$ cat src/rtl/core/cbob_pkg.sv
package cbob_pkg;

  // fixed field widths
  localparam int unsigned CH_W       = 8;
  localparam int unsigned SIDE_CFG_W = 11;
  localparam int unsigned CFG_IDX_W  = 3;
  localparam int unsigned CFG_DATA_W = 11;
  localparam int unsigned OUT_W      = 10;
  localparam int unsigned CMD_W      = 4;
  localparam int unsigned NBANDS     = 3;

  // configuration register indexes
  typedef enum logic [CFG_IDX_W-1:0] {
    REG_MEAN_RED     = 3'd0,
    REG_MEAN_GREEN   = 3'd1,
    REG_MEAN_BLUE    = 3'd2,
    REG_SPREAD_RED   = 3'd3,
    REG_SPREAD_GREEN = 3'd4,
    REG_SPREAD_BLUE  = 3'd5,
    REG_FRAME_WIDTH  = 3'd6,
    REG_FRAME_HEIGHT = 3'd7
  } reg_idx_e;

  // register reset values
  localparam logic [CH_W-1:0]       MEAN_RED_RST     = 8'd245;
  localparam logic [CH_W-1:0]       MEAN_GREEN_RST   = 8'd5;
  localparam logic [CH_W-1:0]       MEAN_BLUE_RST    = 8'd30;
  localparam logic [CH_W-1:0]       SPREAD_RED_RST   = 8'd10;
  localparam logic [CH_W-1:0]       SPREAD_GREEN_RST = 8'd5;
  localparam logic [CH_W-1:0]       SPREAD_BLUE_RST  = 8'd20;
  localparam logic [SIDE_CFG_W-1:0] FRAME_WIDTH_RST  = 11'd320;
  localparam logic [SIDE_CFG_W-1:0] FRAME_HEIGHT_RST = 11'd240;

  typedef enum logic [CMD_W-1:0] {
    CMD_NONE    = 4'd0,
    CMD_STOP    = 4'd1,
    CMD_FWD     = 4'd2,
    CMD_DRIFT_L = 4'd3,
    CMD_DRIFT_R = 4'd4,
    CMD_BACK    = 4'd5,
    CMD_BACK_L  = 4'd6,
    CMD_BACK_R  = 4'd7,
    CMD_TURN_L  = 4'd8,
    CMD_TURN_R  = 4'd9
  } cmd_e;

  typedef enum logic [1:0] {
    BAND_LEFT   = 2'd0,
    BAND_CENTRE = 2'd1,
    BAND_RIGHT  = 2'd2
  } band_e;

  typedef struct packed {
    logic key_up;
    logic key_down;
    logic key_left;
    logic key_right;
    logic able_to_run;
  } key_t;

  // frame summary handed from the accumulator to the decision stage
  typedef struct packed {
    logic             any_hit;
    key_t             keys;
    logic [OUT_W-1:0] box_col_min;
    logic [OUT_W-1:0] box_col_max;
    logic [OUT_W-1:0] box_row_min;
    logic [OUT_W-1:0] box_row_max;
    logic [OUT_W-1:0] left_nearest;
    logic [OUT_W-1:0] centre_nearest;
    logic [OUT_W-1:0] right_nearest;
  } snap_t;

  typedef struct packed {
    logic             object_found;
    logic             obstacle;
    cmd_e             command;
    logic [OUT_W-1:0] box_col_min;
    logic [OUT_W-1:0] box_col_max;
    logic [OUT_W-1:0] box_row_min;
    logic [OUT_W-1:0] box_row_max;
    logic [OUT_W-1:0] left_nearest;
    logic [OUT_W-1:0] centre_nearest;
    logic [OUT_W-1:0] right_nearest;
  } res_t;

endpackage

$ cat src/rtl/core/cbob_if.sv
interface cbob_pix_if import cbob_pkg::*; ();
  logic            valid;
  logic            ready;
  logic [CH_W-1:0] red;
  logic [CH_W-1:0] green;
  logic [CH_W-1:0] blue;
  logic            key_up;
  logic            key_down;
  logic            key_left;
  logic            key_right;
  logic            able_to_run;

  modport source (
    output valid, red, green, blue, key_up, key_down, key_left, key_right, able_to_run,
    input  ready
  );
  modport sink (
    input  valid, red, green, blue, key_up, key_down, key_left, key_right, able_to_run,
    output ready
  );
endinterface

interface cbob_res_if import cbob_pkg::*; ();
  logic             valid;
  logic             ready;
  logic             object_found;
  logic             obstacle;
  logic [CMD_W-1:0] command;
  logic [OUT_W-1:0] box_col_min;
  logic [OUT_W-1:0] box_col_max;
  logic [OUT_W-1:0] box_row_min;
  logic [OUT_W-1:0] box_row_max;
  logic [OUT_W-1:0] left_nearest;
  logic [OUT_W-1:0] centre_nearest;
  logic [OUT_W-1:0] right_nearest;

  modport source (
    output valid, object_found, obstacle, command, box_col_min, box_col_max,
           box_row_min, box_row_max, left_nearest, centre_nearest, right_nearest,
    input  ready
  );
  modport sink (
    input  valid, object_found, obstacle, command, box_col_min, box_col_max,
           box_row_min, box_row_max, left_nearest, centre_nearest, right_nearest,
    output ready
  );
endinterface

$ cat src/rtl/core/cbob_match.sv
module cbob_match import cbob_pkg::*; (
  input  logic [CH_W-1:0] red_i,
  input  logic [CH_W-1:0] green_i,
  input  logic [CH_W-1:0] blue_i,
  input  logic [CH_W-1:0] mean_red_i,
  input  logic [CH_W-1:0] mean_green_i,
  input  logic [CH_W-1:0] mean_blue_i,
  input  logic [CH_W-1:0] spread_red_i,
  input  logic [CH_W-1:0] spread_green_i,
  input  logic [CH_W-1:0] spread_blue_i,
  output logic            match_o
);

  localparam int unsigned WIN_W = CH_W + 2;

  logic [2:0][CH_W-1:0]  lvl;
  logic [2:0][CH_W-1:0]  mean;
  logic [2:0][CH_W-1:0]  spread;
  logic [2:0]            in_win;

  assign lvl    = {blue_i, green_i, red_i};
  assign mean   = {mean_blue_i, mean_green_i, mean_red_i};
  assign spread = {spread_blue_i, spread_green_i, spread_red_i};

  // level + 2d >= mean and level <= mean + 2d, kept unsigned
  always_comb begin
    for (int c = 0; c < 3; c++) begin
      in_win[c] =
        (WIN_W'(lvl[c]) + (WIN_W'(spread[c]) << 1) >= WIN_W'(mean[c])) &&
        (WIN_W'(lvl[c]) <= WIN_W'(mean[c]) + (WIN_W'(spread[c]) << 1));
    end
  end

  assign match_o = &in_win;

endmodule

$ cat src/rtl/core/cbob_accum.sv
module cbob_accum import cbob_pkg::*; #(
  parameter int unsigned MAX_SIDE = 1024
) (
  input  logic                               clk_i,
  input  logic                               rst_ni,
  input  logic                               valid_i,
  output logic                               ready_o,
  input  logic                               match_i,
  input  key_t                               keys_i,
  input  logic [$clog2(MAX_SIDE+1)-1:0]      width_i,
  input  logic [$clog2(MAX_SIDE+1)-1:0]      height_i,
  output logic                               snap_valid_o,
  input  logic                               snap_ready_i,
  output snap_t                              snap_o,
  output logic [2*$clog2(MAX_SIDE)-1:0]      sum_o,
  output logic [$clog2(MAX_SIDE+1)-1:0]      cnt_o,
  output logic [$clog2(MAX_SIDE+1)-1:0]      height_o
);

  localparam int unsigned IDX_W  = $clog2(MAX_SIDE);
  localparam int unsigned SIDE_W = $clog2(MAX_SIDE + 1);
  localparam int unsigned CNT_W  = SIDE_W;
  localparam int unsigned SUM_W  = 2 * IDX_W;
  localparam int unsigned BAND_W = SIDE_W + 2;

  logic [IDX_W-1:0] col_q, col_d, row_q, row_d;
  logic             done_q, done_d, any_hit_q, any_hit_d;
  logic [IDX_W-1:0] cmin_q, cmin_d, cmax_q, cmax_d, rmin_q, rmin_d, rmax_q, rmax_d;
  logic [NBANDS-1:0][SUM_W-1:0] sum_q, sum_d;
  logic [NBANDS-1:0][CNT_W-1:0] cnt_q, cnt_d;
  logic [NBANDS-1:0][IDX_W-1:0] max_q, max_d;

  logic              snap_valid_q, snap_valid_d;
  snap_t             snap_q, snap_d;
  logic [SUM_W-1:0]  ssum_q, ssum_d;
  logic [CNT_W-1:0]  scnt_q, scnt_d;
  logic [SIDE_W-1:0] sh_q, sh_d;

  logic              fire, hit, row_end, col_end, frame_end;
  logic [BAND_W-1:0] col3;
  logic [NBANDS-1:0] band_sel;

  assign ready_o = !snap_valid_q || snap_ready_i;
  assign fire    = valid_i && ready_o;

  // band split without a divider: left when 3(col+1) <= w, right when 3col > 2w
  assign col3 = (BAND_W'(col_q) << 1) + BAND_W'(col_q);
  always_comb begin
    band_sel = '0;
    if (col3 + BAND_W'(3) <= BAND_W'(width_i)) begin
      band_sel[BAND_LEFT] = 1'b1;
    end else if (col3 > (BAND_W'(width_i) << 1)) begin
      band_sel[BAND_RIGHT] = 1'b1;
    end else begin
      band_sel[BAND_CENTRE] = 1'b1;
    end
  end

  assign row_end = SIDE_W'(row_q) + SIDE_W'(1) >= height_i;
  assign col_end = SIDE_W'(col_q) + SIDE_W'(1) >= width_i;
  assign hit     = fire && !done_q && match_i;

  always_comb begin
    col_d        = col_q;
    row_d        = row_q;
    done_d       = done_q;
    any_hit_d    = any_hit_q;
    cmin_d       = cmin_q;
    cmax_d       = cmax_q;
    rmin_d       = rmin_q;
    rmax_d       = rmax_q;
    sum_d        = sum_q;
    cnt_d        = cnt_q;
    max_d        = max_q;
    snap_valid_d = snap_valid_q && !snap_ready_i;
    snap_d       = snap_q;
    ssum_d       = ssum_q;
    scnt_d       = scnt_q;
    sh_d         = sh_q;
    frame_end    = 1'b0;

    if (hit) begin
      any_hit_d = 1'b1;
      done_d    = 1'b1;
      if (!any_hit_q) begin
        cmin_d = col_q;
        cmax_d = col_q;
        rmin_d = row_q;
        rmax_d = row_q;
      end else begin
        if (col_q < cmin_q) cmin_d = col_q;
        if (col_q > cmax_q) cmax_d = col_q;
        if (row_q < rmin_q) rmin_d = row_q;
        if (row_q > rmax_q) rmax_d = row_q;
      end
      for (int b = 0; b < NBANDS; b++) begin
        if (band_sel[b]) begin
          sum_d[b] = sum_q[b] + SUM_W'(row_q);
          cnt_d[b] = cnt_q[b] + CNT_W'(1);
          if (row_q > max_q[b]) max_d[b] = row_q;
        end
      end
    end

    if (fire) begin
      if (row_end) begin
        row_d  = '0;
        done_d = 1'b0;
        if (col_end) begin
          frame_end = 1'b1;
        end else begin
          col_d = col_q + IDX_W'(1);
        end
      end else begin
        row_d = row_q + IDX_W'(1);
      end
    end

    // frame end: capture the summary including this pixel, then start over
    if (frame_end) begin
      snap_valid_d          = 1'b1;
      snap_d.any_hit        = any_hit_d;
      snap_d.keys           = keys_i;
      snap_d.box_col_min    = OUT_W'(cmin_d);
      snap_d.box_col_max    = OUT_W'(cmax_d);
      snap_d.box_row_min    = OUT_W'(rmin_d);
      snap_d.box_row_max    = OUT_W'(rmax_d);
      snap_d.left_nearest   = OUT_W'(max_d[BAND_LEFT]);
      snap_d.centre_nearest = OUT_W'(max_d[BAND_CENTRE]);
      snap_d.right_nearest  = OUT_W'(max_d[BAND_RIGHT]);
      ssum_d                = sum_d[BAND_CENTRE];
      scnt_d                = cnt_d[BAND_CENTRE];
      sh_d                  = height_i;

      col_d     = '0;
      row_d     = '0;
      done_d    = 1'b0;
      any_hit_d = 1'b0;
      cmin_d    = '0;
      cmax_d    = '0;
      rmin_d    = '0;
      rmax_d    = '0;
      sum_d     = '0;
      cnt_d     = '0;
      max_d     = '0;
    end
  end

  always_ff @(posedge clk_i or negedge rst_ni) begin
    if (!rst_ni) begin
      col_q        <= '0;
      row_q        <= '0;
      done_q       <= 1'b0;
      any_hit_q    <= 1'b0;
      cmin_q       <= '0;
      cmax_q       <= '0;
      rmin_q       <= '0;
      rmax_q       <= '0;
      sum_q        <= '0;
      cnt_q        <= '0;
      max_q        <= '0;
      snap_valid_q <= 1'b0;
    end else begin
      col_q        <= col_d;
      row_q        <= row_d;
      done_q       <= done_d;
      any_hit_q    <= any_hit_d;
      cmin_q       <= cmin_d;
      cmax_q       <= cmax_d;
      rmin_q       <= rmin_d;
      rmax_q       <= rmax_d;
      sum_q        <= sum_d;
      cnt_q        <= cnt_d;
      max_q        <= max_d;
      snap_valid_q <= snap_valid_d;
    end
  end

  always_ff @(posedge clk_i) begin
    snap_q <= snap_d;
    ssum_q <= ssum_d;
    scnt_q <= scnt_d;
    sh_q   <= sh_d;
  end

  assign snap_valid_o = snap_valid_q;
  assign snap_o       = snap_q;
  assign sum_o        = ssum_q;
  assign cnt_o        = scnt_q;
  assign height_o     = sh_q;

  a_done_has_hit: assert property (@(posedge clk_i) disable iff (!rst_ni)
    done_q |-> any_hit_q)
    else $error("column marked done without any recorded hit");

  a_box_order: assert property (@(posedge clk_i) disable iff (!rst_ni)
    any_hit_q |-> (cmin_q <= cmax_q) && (rmin_q <= rmax_q))
    else $error("bounding box min above max");

  a_empty_band_sum: assert property (@(posedge clk_i) disable iff (!rst_ni)
    (cnt_q[BAND_CENTRE] == '0) |-> (sum_q[BAND_CENTRE] == '0))
    else $error("centre band sum without hits");

endmodule

$ cat src/rtl/core/cbob_decide.sv
module cbob_decide import cbob_pkg::*; #(
  parameter int unsigned MAX_SIDE = 1024
) (
  input  logic                          clk_i,
  input  logic                          rst_ni,
  input  logic                          snap_valid_i,
  output logic                          snap_ready_o,
  input  snap_t                         snap_i,
  input  logic [2*$clog2(MAX_SIDE)-1:0] sum_i,
  input  logic [$clog2(MAX_SIDE+1)-1:0] cnt_i,
  input  logic [$clog2(MAX_SIDE+1)-1:0] height_i,
  output logic                          res_valid_o,
  input  logic                          res_ready_i,
  output res_t                          res_o
);

  localparam int unsigned IDX_W  = $clog2(MAX_SIDE);
  localparam int unsigned SIDE_W = $clog2(MAX_SIDE + 1);
  localparam int unsigned SUM_W  = 2 * IDX_W;
  localparam int unsigned H7_W   = SIDE_W + 3;
  localparam int unsigned PROD_W = SIDE_W + H7_W;
  localparam int unsigned S10_W  = SUM_W + 4;
  localparam int unsigned CMP_W  = (PROD_W > S10_W) ? PROD_W : S10_W;

  logic              res_valid_q, res_valid_d;
  res_t              res_q, res_d;
  logic [H7_W-1:0]   h7;
  logic [CMP_W-1:0]  lhs, rhs;
  logic              obst;
  logic              load;

  function automatic cmd_e back_cmd(input key_t k);
    cmd_e c;
    if (k.key_left) begin
      c = CMD_BACK_L;
    end else if (k.key_right) begin
      c = CMD_BACK_R;
    end else if (k.key_up) begin
      c = CMD_STOP;
    end else begin
      c = CMD_BACK;
    end
    return c;
  endfunction

  assign snap_ready_o = !res_valid_q || res_ready_i;
  assign load         = snap_valid_i && snap_ready_o;

  // obstacle when a hit exists and the centre band is empty or 10*sum >= 7*height*count on it
  assign h7   = (H7_W'(height_i) << 3) - H7_W'(height_i);
  assign lhs  = (CMP_W'(sum_i) << 3) + (CMP_W'(sum_i) << 1);
  assign rhs  = CMP_W'(cnt_i) * CMP_W'(h7);
  assign obst = snap_i.any_hit && ((cnt_i == '0) || (lhs >= rhs));

  always_comb begin
    res_d                = res_q;
    res_valid_d          = res_valid_q && !res_ready_i;
    if (load) begin
      res_valid_d          = 1'b1;
      res_d.object_found   = snap_i.any_hit;
      res_d.obstacle       = obst;
      res_d.box_col_min    = snap_i.box_col_min;
      res_d.box_col_max    = snap_i.box_col_max;
      res_d.box_row_min    = snap_i.box_row_min;
      res_d.box_row_max    = snap_i.box_row_max;
      res_d.left_nearest   = snap_i.left_nearest;
      res_d.centre_nearest = snap_i.centre_nearest;
      res_d.right_nearest  = snap_i.right_nearest;
      if (!snap_i.any_hit) begin
        res_d.command = CMD_NONE;
      end else if (obst) begin
        res_d.command = snap_i.keys.key_down ? back_cmd(snap_i.keys) : CMD_STOP;
      end else if (snap_i.keys.key_up && snap_i.keys.able_to_run) begin
        if (snap_i.keys.key_left) begin
          res_d.command = CMD_DRIFT_L;
        end else if (snap_i.keys.key_right) begin
          res_d.command = CMD_DRIFT_R;
        end else if (snap_i.keys.key_down) begin
          res_d.command = CMD_STOP;
        end else begin
          res_d.command = CMD_FWD;
        end
      end else if (snap_i.keys.key_down) begin
        res_d.command = back_cmd(snap_i.keys);
      end else if (snap_i.keys.key_left && !snap_i.keys.key_right &&
                   snap_i.keys.able_to_run) begin
        res_d.command = CMD_TURN_L;
      end else if (!snap_i.keys.key_left && snap_i.keys.key_right &&
                   snap_i.keys.able_to_run) begin
        res_d.command = CMD_TURN_R;
      end else begin
        res_d.command = CMD_STOP;
      end
    end
  end

  always_ff @(posedge clk_i or negedge rst_ni) begin
    if (!rst_ni) begin
      res_valid_q <= 1'b0;
    end else begin
      res_valid_q <= res_valid_d;
    end
  end

  always_ff @(posedge clk_i) begin
    res_q <= res_d;
  end

  assign res_valid_o = res_valid_q;
  assign res_o       = res_q;

  a_nothing_found: assert property (@(posedge clk_i) disable iff (!rst_ni)
    res_valid_q && !res_q.object_found |-> (res_q.command == CMD_NONE) && !res_q.obstacle)
    else $error("empty frame gave a command or obstacle");

  a_obstacle_brakes: assert property (@(posedge clk_i) disable iff (!rst_ni)
    res_valid_q && res_q.obstacle |->
      (res_q.command == CMD_STOP) || (res_q.command == CMD_BACK) ||
      (res_q.command == CMD_BACK_L) || (res_q.command == CMD_BACK_R))
    else $error("obstacle flagged but command moves forward or turns");

endmodule

$ cat src/rtl/core/color_box_obstacle_brake.sv
// color box obstacle brake: column-major frames, one pixel request per cycle when not stalled
// result path: after its last pixel is accepted, a frame passes the input, summary and result registers
// throughput: 1 pixel per cycle unless frame results back up; each pixel needs only
//   window compares and accumulator updates between the input register and the state registers
// reset: rst_ni async active low; clears the frame counters, accumulators and all
//   valid flags, loads the configuration registers with their default values
module color_box_obstacle_brake import cbob_pkg::*; #(
  parameter int unsigned MAX_SIDE = 1024
) (
  input  logic                  clk_i,
  input  logic                  rst_ni,
  input  logic                  cfg_we_i,
  input  logic [CFG_IDX_W-1:0]  cfg_idx_i,
  input  logic [CFG_DATA_W-1:0] cfg_data_i,
  cbob_pix_if.sink              pix_i,
  cbob_res_if.source            res_o
);

  localparam int unsigned IDX_W  = $clog2(MAX_SIDE);
  localparam int unsigned SIDE_W = $clog2(MAX_SIDE + 1);
  localparam int unsigned SUM_W  = 2 * IDX_W;

  // configuration registers; the user must write them only between frames, the block does not enforce it
  logic [CH_W-1:0]       mean_red_q, mean_green_q, mean_blue_q;
  logic [CH_W-1:0]       spread_red_q, spread_green_q, spread_blue_q;
  logic [SIDE_CFG_W-1:0] frame_width_q, frame_height_q;

  // input register stage
  logic            pix_valid_q, pix_valid_d;
  logic [CH_W-1:0] red_q, green_q, blue_q;
  key_t            keys_q;
  logic            load;

  logic              acc_ready;
  logic              match;
  logic [SIDE_W-1:0] width_s, height_s;

  logic              snap_valid, snap_ready;
  snap_t             snap;
  logic [SUM_W-1:0]  snap_sum;
  logic [SIDE_W-1:0] snap_cnt, snap_h;
  logic              res_valid;
  res_t              res;

  always_ff @(posedge clk_i or negedge rst_ni) begin
    if (!rst_ni) begin
      mean_red_q     <= MEAN_RED_RST;
      mean_green_q   <= MEAN_GREEN_RST;
      mean_blue_q    <= MEAN_BLUE_RST;
      spread_red_q   <= SPREAD_RED_RST;
      spread_green_q <= SPREAD_GREEN_RST;
      spread_blue_q  <= SPREAD_BLUE_RST;
      frame_width_q  <= FRAME_WIDTH_RST;
      frame_height_q <= FRAME_HEIGHT_RST;
    end else if (cfg_we_i) begin
      case (reg_idx_e'(cfg_idx_i))
        REG_MEAN_RED:     mean_red_q     <= cfg_data_i[CH_W-1:0];
        REG_MEAN_GREEN:   mean_green_q   <= cfg_data_i[CH_W-1:0];
        REG_MEAN_BLUE:    mean_blue_q    <= cfg_data_i[CH_W-1:0];
        REG_SPREAD_RED:   spread_red_q   <= cfg_data_i[CH_W-1:0];
        REG_SPREAD_GREEN: spread_green_q <= cfg_data_i[CH_W-1:0];
        REG_SPREAD_BLUE:  spread_blue_q  <= cfg_data_i[CH_W-1:0];
        REG_FRAME_WIDTH:  frame_width_q  <= cfg_data_i[SIDE_CFG_W-1:0];
        REG_FRAME_HEIGHT: frame_height_q <= cfg_data_i[SIDE_CFG_W-1:0];
        default: begin
        end
      endcase
    end
  end

  // frame sizes are clamped to 1..MAX_SIDE where they are used
  always_comb begin
    if (frame_width_q == '0) begin
      width_s = SIDE_W'(1);
    end else if (32'(frame_width_q) > MAX_SIDE) begin
      width_s = SIDE_W'(MAX_SIDE);
    end else begin
      width_s = SIDE_W'(frame_width_q);
    end
    if (frame_height_q == '0) begin
      height_s = SIDE_W'(1);
    end else if (32'(frame_height_q) > MAX_SIDE) begin
      height_s = SIDE_W'(MAX_SIDE);
    end else begin
      height_s = SIDE_W'(frame_height_q);
    end
  end

  // input stage takes a new request whenever the accumulator drains it;
  // only two pending frame results stall the pixel stream
  assign pix_i.ready = !pix_valid_q || acc_ready;
  assign load        = pix_i.valid && pix_i.ready;

  always_comb begin
    pix_valid_d = pix_valid_q;
    if (load) begin
      pix_valid_d = 1'b1;
    end else if (acc_ready) begin
      pix_valid_d = 1'b0;
    end
  end

  always_ff @(posedge clk_i or negedge rst_ni) begin
    if (!rst_ni) begin
      pix_valid_q <= 1'b0;
    end else begin
      pix_valid_q <= pix_valid_d;
    end
  end

  always_ff @(posedge clk_i) begin
    if (load) begin
      red_q              <= pix_i.red;
      green_q            <= pix_i.green;
      blue_q             <= pix_i.blue;
      keys_q.key_up      <= pix_i.key_up;
      keys_q.key_down    <= pix_i.key_down;
      keys_q.key_left    <= pix_i.key_left;
      keys_q.key_right   <= pix_i.key_right;
      keys_q.able_to_run <= pix_i.able_to_run;
    end
  end

  // color window test on the registered pixel
  cbob_match u_match (
    .red_i          (red_q),
    .green_i        (green_q),
    .blue_i         (blue_q),
    .mean_red_i     (mean_red_q),
    .mean_green_i   (mean_green_q),
    .mean_blue_i    (mean_blue_q),
    .spread_red_i   (spread_red_q),
    .spread_green_i (spread_green_q),
    .spread_blue_i  (spread_blue_q),
    .match_o        (match)
  );

  // scan position, first hit per column, box and band accumulators;
  // holds a frame summary register at frame end
  cbob_accum #(
    .MAX_SIDE (MAX_SIDE)
  ) u_accum (
    .clk_i        (clk_i),
    .rst_ni       (rst_ni),
    .valid_i      (pix_valid_q),
    .ready_o      (acc_ready),
    .match_i      (match),
    .keys_i       (keys_q),
    .width_i      (width_s),
    .height_i     (height_s),
    .snap_valid_o (snap_valid),
    .snap_ready_i (snap_ready),
    .snap_o       (snap),
    .sum_o        (snap_sum),
    .cnt_o        (snap_cnt),
    .height_o     (snap_h)
  );

  // obstacle test (one multiply) and drive command, into the result register
  cbob_decide #(
    .MAX_SIDE (MAX_SIDE)
  ) u_decide (
    .clk_i        (clk_i),
    .rst_ni       (rst_ni),
    .snap_valid_i (snap_valid),
    .snap_ready_o (snap_ready),
    .snap_i       (snap),
    .sum_i        (snap_sum),
    .cnt_i        (snap_cnt),
    .height_i     (snap_h),
    .res_valid_o  (res_valid),
    .res_ready_i  (res_o.ready),
    .res_o        (res)
  );

  assign res_o.valid          = res_valid;
  assign res_o.object_found   = res.object_found;
  assign res_o.obstacle       = res.obstacle;
  assign res_o.command        = res.command;
  assign res_o.box_col_min    = res.box_col_min;
  assign res_o.box_col_max    = res.box_col_max;
  assign res_o.box_row_min    = res.box_row_min;
  assign res_o.box_row_max    = res.box_row_max;
  assign res_o.left_nearest   = res.left_nearest;
  assign res_o.centre_nearest = res.centre_nearest;
  assign res_o.right_nearest  = res.right_nearest;

endmodule
$ cat src/flat_wrapper.sv
// flat-port wrapper written by rule: the top's interface ports become plain ports
module color_box_obstacle_brake_flat import cbob_pkg::*;
#(
  parameter int unsigned MAX_SIDE = 1024
)
  (clk_i, rst_ni, cfg_we_i, cfg_idx_i, cfg_data_i, pix_i_valid, pix_i_red, pix_i_green, pix_i_blue, pix_i_key_up, pix_i_key_down, pix_i_key_left, pix_i_key_right, pix_i_able_to_run, pix_i_ready, res_o_valid, res_o_object_found, res_o_obstacle, res_o_command, res_o_box_col_min, res_o_box_col_max, res_o_box_row_min, res_o_box_row_max, res_o_left_nearest, res_o_centre_nearest, res_o_right_nearest, res_o_ready);
  cbob_pix_if pix_i_i ();
  cbob_res_if res_o_i ();
  input  logic clk_i;
  input  logic rst_ni;
  input  logic cfg_we_i;
  input  logic [CFG_IDX_W-1:0] cfg_idx_i;
  input  logic [CFG_DATA_W-1:0] cfg_data_i;
  input wire logic [$bits(pix_i_i.valid)-1:0] pix_i_valid;
  input wire logic [$bits(pix_i_i.red)-1:0] pix_i_red;
  input wire logic [$bits(pix_i_i.green)-1:0] pix_i_green;
  input wire logic [$bits(pix_i_i.blue)-1:0] pix_i_blue;
  input wire logic [$bits(pix_i_i.key_up)-1:0] pix_i_key_up;
  input wire logic [$bits(pix_i_i.key_down)-1:0] pix_i_key_down;
  input wire logic [$bits(pix_i_i.key_left)-1:0] pix_i_key_left;
  input wire logic [$bits(pix_i_i.key_right)-1:0] pix_i_key_right;
  input wire logic [$bits(pix_i_i.able_to_run)-1:0] pix_i_able_to_run;
  output wire logic [$bits(pix_i_i.ready)-1:0] pix_i_ready;
  output wire logic [$bits(res_o_i.valid)-1:0] res_o_valid;
  output wire logic [$bits(res_o_i.object_found)-1:0] res_o_object_found;
  output wire logic [$bits(res_o_i.obstacle)-1:0] res_o_obstacle;
  output wire logic [$bits(res_o_i.command)-1:0] res_o_command;
  output wire logic [$bits(res_o_i.box_col_min)-1:0] res_o_box_col_min;
  output wire logic [$bits(res_o_i.box_col_max)-1:0] res_o_box_col_max;
  output wire logic [$bits(res_o_i.box_row_min)-1:0] res_o_box_row_min;
  output wire logic [$bits(res_o_i.box_row_max)-1:0] res_o_box_row_max;
  output wire logic [$bits(res_o_i.left_nearest)-1:0] res_o_left_nearest;
  output wire logic [$bits(res_o_i.centre_nearest)-1:0] res_o_centre_nearest;
  output wire logic [$bits(res_o_i.right_nearest)-1:0] res_o_right_nearest;
  input wire logic [$bits(res_o_i.ready)-1:0] res_o_ready;
  assign pix_i_i.valid = pix_i_valid;
  assign pix_i_i.red = pix_i_red;
  assign pix_i_i.green = pix_i_green;
  assign pix_i_i.blue = pix_i_blue;
  assign pix_i_i.key_up = pix_i_key_up;
  assign pix_i_i.key_down = pix_i_key_down;
  assign pix_i_i.key_left = pix_i_key_left;
  assign pix_i_i.key_right = pix_i_key_right;
  assign pix_i_i.able_to_run = pix_i_able_to_run;
  assign pix_i_ready = pix_i_i.ready;
  assign res_o_valid = res_o_i.valid;
  assign res_o_object_found = res_o_i.object_found;
  assign res_o_obstacle = res_o_i.obstacle;
  assign res_o_command = res_o_i.command;
  assign res_o_box_col_min = res_o_i.box_col_min;
  assign res_o_box_col_max = res_o_i.box_col_max;
  assign res_o_box_row_min = res_o_i.box_row_min;
  assign res_o_box_row_max = res_o_i.box_row_max;
  assign res_o_left_nearest = res_o_i.left_nearest;
  assign res_o_centre_nearest = res_o_i.centre_nearest;
  assign res_o_right_nearest = res_o_i.right_nearest;
  assign res_o_i.ready = res_o_ready;
  color_box_obstacle_brake #(.MAX_SIDE(MAX_SIDE)) u_core (.clk_i(clk_i), .rst_ni(rst_ni), .cfg_we_i(cfg_we_i), .cfg_idx_i(cfg_idx_i), .cfg_data_i(cfg_data_i), .pix_i(pix_i_i), .res_o(res_o_i));
endmodule
$ cat config.mk
export PLATFORM = sky130hd
export DESIGN_NAME = color_box_obstacle_brake_flat
export DESIGN_NICKNAME = d
export VERILOG_FILES = /design/src/rtl/core/cbob_pkg.sv /design/src/rtl/core/cbob_if.sv /design/src/rtl/core/cbob_match.sv /design/src/rtl/core/cbob_accum.sv /design/src/rtl/core/cbob_decide.sv /design/src/rtl/core/color_box_obstacle_brake.sv /design/src/flat_wrapper.sv
export SDC_FILE = /design/constraint.sdc
export NUM_CORES = 1
export LEC_CHECK = 0
export BUFFER_PORTS_ARGS = -buffer_cell sky130_fd_sc_hd__buf_2
export CAP_MARGIN = 20
export CORE_ASPECT_RATIO = 0.9
export CORE_MARGIN = 2
export CORE_UTILIZATION = 40
export DETAILED_ROUTE_END_ITERATION = 6
export PLACE_DENSITY_LB_ADDON = 0.1
export SYNTH_ARGS = -nofsm -noshare
export SYNTH_HDL_FRONTEND = slang
export SYNTH_SLANG_ARGS = --single-unit
$ cat constraint.sdc
create_clock -name clk_i -period 23.4 [get_ports clk_i]
set_input_delay 2.34 -clock clk_i [delete_from_list [all_inputs] [get_ports clk_i]]
set_output_delay 2.34 -clock clk_i [all_outputs]
set_load 0.03 [all_outputs]
==> impl_metrics.prom <==
# TYPE chip_impl_metric gauge
chip_impl_metric{name="clock-skew-final",unit="ns"} 0.03949
chip_impl_info{name="min_to",value="u_core.u_decide.res_o[61]$_DFFE_PP_"} 1
chip_impl_metric{name="dp.final_hpwl",unit="um"} 50930
chip_impl_metric{name="vias_per_cell",unit=""} 5.273
chip_impl_metric{name="setup_total_negative_slack",unit="ns"} 0
chip_impl_metric{name="min_period_over_period",unit="%"} 42.86
chip_impl_metric{name="cts_max_path_buffers",unit=""} 3
chip_impl_metric{name="fin_hold_viols",unit=""} 0
chip_impl_metric{name="ios",unit=""} 126
chip_impl_metric{name="pwr_density_cell",unit="mW/mm^2"} 105.2
chip_impl_metric{name="pin_count_of_the_biggest_net_entering_global_routing",unit=""} 89
chip_impl_metric{name="cts_hold_buf",unit=""} 0
chip_impl_metric{name="tightestPinTransition",unit="ns"} 1.074
chip_impl_metric{name="layout-drive-gt1-share",unit="%"} 13.66
chip_impl_metric{name="synth_fp_nets",unit=""} 3211
chip_impl_metric{name="synth_top_area_share",unit="%"} 23.11
chip_impl_metric{name="wire_length_of_the_first_global_routing_pass",unit="um"} 113100
chip_impl_metric{name="crit_path_max_incr_delay",unit="ns"} 0.68
chip_impl_info{name="rsz_0062_raised_after_global_routing",value="false"} 1
chip_impl_metric{name="clk_transition_reported_paths",unit="ns"} 0.07
chip_impl_metric{name="synthXorXnorAreaFrac",unit="%"} 3.416
chip_impl_info{name="clk_root_buffer_cell",value="clkbuf_16"} 1
chip_impl_metric{name="synthMuxAreaShare",unit="%"} 4.642
chip_impl_metric{name="die_h",unit="um"} 259.3
chip_impl_metric{name="power.combinational.fraction",unit="%"} 47.3
chip_impl_info{name="commonest_non_fill_non_tap_cell_in_the_layout",value="ha_1"} 1
chip_impl_metric{name="synth_sequential_area_ratio",unit="%"} 40.14
chip_impl_metric{name="detail_route.wirelength",unit="um"} 68660
chip_impl_metric{name="yosys_register_bits",unit=""} 419
chip_impl_metric{name="ir_worst_vdd",unit="uV"} 58.39
chip_impl_info{name="worst_r2r_startpoint",value="u_core.u_accum.height_o[0]$_DFFE_PP_"} 1
chip_impl_metric{name="seqPwrFrac",unit="%"} 28.0
chip_impl_metric{name="cts_made_buffers",unit=""} 48
chip_impl_info{name="timing.critical_path.slowest_stage_cell",value="xnor2_1"} 1
chip_impl_metric{name="vias",unit=""} 20140
chip_impl_metric{name="post_cts_resize_count",unit=""} 0
chip_impl_metric{name="synth-adder-area-share",unit="%"} 22.44
chip_impl_metric{name="post_layout_nonfiller_instances",unit=""} 3820
chip_impl_metric{name="final_nets",unit=""} 3330
chip_impl_metric{name="number_of_fill_cells_in_the_layout",unit=""} 6822
chip_impl_info{name="crit_path_end_kind",value="flop"} 1
chip_impl_metric{name="floorplan.initialDensity",unit="%"} 40.43
chip_impl_metric{name="ff2ff_setup_slack",unit="ns"} 13.37
chip_impl_metric{name="max-slew-margin-rel",unit="%"} 27.85
chip_impl_metric{name="cts.sink_count",unit=""} 419
chip_impl_info{name="worst_r2r_endpoint",value="u_core.u_decide.res_o[71]$_SDFFCE_PN0P_"} 1
chip_impl_metric{name="die_width",unit="um"} 287.7
chip_impl_info{name="ys_dominant_reg_cell",value="edfxtp_1"} 1
chip_impl_metric{name="setup_viol",unit=""} 0
chip_impl_metric{name="swShare",unit="%"} 39.23
chip_impl_metric{name="n_antenna_cell",unit=""} 0
chip_impl_metric{name="period_minus_slack",unit="ns"} 10.03
chip_impl_info{name="critical-path-top-delay-family",value="adder cells"} 1
chip_impl_info{name="holdCritStartpoint",value="u_core.u_accum.snap_o[61]$_DFFE_PP_"} 1
chip_impl_metric{name="worst_hold_path_stage_count",unit=""} 0
chip_impl_info{name="synthTopCellsByArea",value="edfxtp_1, dfrtp_1, ha_1"} 1
chip_impl_metric{name="ys.warnings.count",unit=""} 0
chip_impl_metric{name="dp_cell_count",unit=""} 3731
chip_impl_metric{name="layout-area-overhead-vs-synth",unit="%"} 12.19
chip_impl_metric{name="drtAntennaViolNets",unit=""} 0
chip_impl_info{name="worstSetupPathType",value="reg2reg"} 1
chip_impl_metric{name="dr.pass1.iters",unit=""} 5
chip_impl_info{name="most_area_hungry_cell_type_in_the_yosys_netlist",value="edfxtp_1"} 1
chip_impl_metric{name="gr-total-overflow",unit=""} 0
chip_impl_metric{name="post_synth_instance_area",unit="sq mm"} 0.02898
chip_impl_metric{name="maximum_net_fanout_on_the_critical_path",unit=""} 15
chip_impl_metric{name="insertion_delay",unit="ns"} 0.61
chip_impl_metric{name="grt_antenna_before_repair",unit=""} 3
chip_impl_metric{name="global_placement_routability_congestion",unit=""} 0.8535
chip_impl_metric{name="cts_max_level",unit=""} 2
chip_impl_metric{name="worstPathRequired",unit="ns"} 23.84
chip_impl_metric{name="synth.avg_cell_area",unit="sq um"} 10.68
chip_impl_metric{name="core.rowCount",unit=""} 93
chip_impl_metric{name="cp.buffers_inverters",unit=""} 1
chip_impl_metric{name="die-area",unit="sq mm"} 0.07461
chip_impl_info{name="dominant_combinational_cell_family_by_area_after_synthesis",value="adder cells"} 1
chip_impl_metric{name="leak_pwr",unit="uW"} 0.01476
chip_impl_metric{name="slew_viol_final",unit=""} 0
chip_impl_metric{name="drt-wirelength-per-cell",unit="um"} 17.97
chip_impl_metric{name="timing.fmax",unit="MHz"} 99.71
chip_impl_metric{name="synthSimpleGateAreaFrac",unit="%"} 13.15
chip_impl_info{name="tritoncts",value="built"} 1
chip_impl_metric{name="p_total",unit="uW"} 3420
chip_impl_info{name="setup.worst_path.start_class",value="flop"} 1
chip_impl_metric{name="post_cts_setup_driven_buffer_insertion_count",unit=""} 0
chip_impl_info{name="most-common-layout-cells",value="ha_1, inv_1, edfxtp_1"} 1
chip_impl_metric{name="critical_path_arrival",unit="ns"} 10.47
chip_impl_metric{name="synth_enable_flop_cells",unit=""} 223
chip_impl_metric{name="internal_power",unit="uW"} 2078
chip_impl_metric{name="drt_iter0_drc",unit=""} 932
chip_impl_metric{name="drcViolationCount",unit=""} 0
chip_impl_metric{name="r2r_cells",unit=""} 36
chip_impl_metric{name="ys_async_sr_fraction",unit="%"} 46.78
chip_impl_metric{name="power.clock.fraction",unit="%"} 24.7
chip_impl_metric{name="yosys.cell_types.count",unit=""} 80
chip_impl_metric{name="maxCapViolations",unit=""} 0
chip_impl_metric{name="first_global_vias",unit=""} 21140
chip_impl_metric{name="io_buffers",unit=""} 125
chip_impl_metric{name="path_depth",unit=""} 36
chip_impl_metric{name="core-area",unit="sq mm"} 0.07168
chip_impl_metric{name="synth-compound-area-share",unit="%"} 11.78
chip_impl_metric{name="finalHoldWorstSlack",unit="ns"} 0.4152
chip_impl_metric{name="net_switching_power",unit="uW"} 1342
chip_impl_metric{name="grt.total_usage",unit="%"} 18.98
chip_impl_info{name="run_status",value="finished, final reports clean"} 1
chip_impl_metric{name="postSynthCellCount",unit=""} 2713
chip_impl_info{name="worstHoldPathType",value="reg2reg"} 1
-- cell usage after synthesis, drive strengths merged, types with 5 or more instances --
master     n
ha       334
inv      254
edfxtp   223
nand2    218
dfrtp    172
o21ai    163
a21oi    139
and2     127
fa       116
mux2      96
nor2      88
clkbuf    74
nand3     71
xnor2     69
nor2b     56
a21o      54
xor2      44
nand4     33
nand2b    28
nor3      27
a211oi    25
o21a      25
dfstp     24
mux2i     23
nor4      17
a31oi     16
o31ai     15
and3      13
o21bai    13
or4       13
o211ai    12
or3       11
a211o     10
a21boi    10
buf        9
o2111ai    8
or2        8
o22ai      6
and3b      5
-- worst max-delay path by stage --
stage                                               from  slack [ns]                                 endpoint
floorplan           u_core.u_accum.height_o[0]$_DFFE_PP_       14.77  u_core.u_decide.res_o[71]$_SDFFCE_PN0P_
global placement    u_core.u_accum.height_o[0]$_DFFE_PP_       13.71  u_core.u_decide.res_o[71]$_SDFFCE_PN0P_
detailed placement  u_core.u_accum.height_o[0]$_DFFE_PP_       13.40  u_core.u_decide.res_o[71]$_SDFFCE_PN0P_
CTS                 u_core.u_accum.height_o[0]$_DFFE_PP_       13.40  u_core.u_decide.res_o[71]$_SDFFCE_PN0P_
global route        u_core.u_accum.height_o[0]$_DFFE_PP_       12.42  u_core.u_decide.res_o[71]$_SDFFCE_PN0P_
finish              u_core.u_accum.height_o[0]$_DFFE_PP_       13.37  u_core.u_decide.res_o[71]$_SDFFCE_PN0P_
-- cell type report --
class / instances / area [sq um] / share of cell area [%]
clock buffers: 49 / 1226 / 3.772
repair buffers: 152 / 857.1 / 2.636
multi-input cells: 1955 / 16080 / 49.47
clock inverters: 39 / 556.8 / 1.713
flip-flops and latches: 419 / 11630 / 35.78
inverters: 256 / 965.9 / 2.971
well taps: 950 / 1189 / 3.656
-- per-stage QoR --
stage	area [sq um]	util, %	worst slack [ns]
2_1_floorplan	28980	-	14.77
3_3_place_gp	30690	42.82	13.71
3_5_place_dp	30700	42.83	13.40
4_1_cts	32480	45.31	13.40
5_1_grt	32510	45.35	12.42
6_report	32510	45.35	13.37
-- layer usage --
metal | track usage [%] | up-vias | wire length [um]
met4 | 4.822 | 4 | 1550
met1 | 26.08 | 9891 | 32720
li1 | - | 9865 | -
met3 | 2.540 | 92 | 2420
met5 | 0 | - | 29
met2 | 31.62 | 289 | 31950
-- sequential cells by signal (all words and copies together) (netlist names), 10 cells and up --
| signal | cells |
|---|---|
| u_core.u_accum.snap_o | 76 |
| u_core.u_decide.res_o | 76 |
| u_core.u_accum.max_q | 30 |
| u_core.u_accum.sum_o | 20 |
| u_core.u_accum.sum_q | 20 |
| u_core.frame_height_q | 11 |
| u_core.frame_width_q | 11 |
| u_core.u_accum.cnt_o | 11 |
| u_core.u_accum.cnt_q | 11 |
| u_core.u_accum.height_o | 11 |
| u_core.u_accum.cmax_q | 10 |
| u_core.u_accum.cmin_q | 10 |
| u_core.u_accum.col_q | 10 |
| u_core.u_accum.rmax_q | 10 |
| u_core.u_accum.rmin_q | 10 |
| u_core.u_accum.row_q | 10 |
-- kinds of logic after synthesis --
logic type / count (synthesis)
AO/OA/AOI/OAI: 540
XOR/XNOR: 113
adder cells (fa/ha/maj): 450
buffers and inverters: 339
flip-flops: 419
multiplexers: 119
AND/OR/NAND/NOR: 733
-- power groups by stage --
stage | clock network (uW) | registers, uW | logic (uW)
global placement | 0 | 971 | 1590
finish | 845 | 958 | 1620
floorplan | 0 | 953 | 1220
global route | 897 | 970 | 1870
detailed placement | 0 | 972 | 1620
CTS | 871 | 958 | 1640
Power figures use the tool's default switching activity.
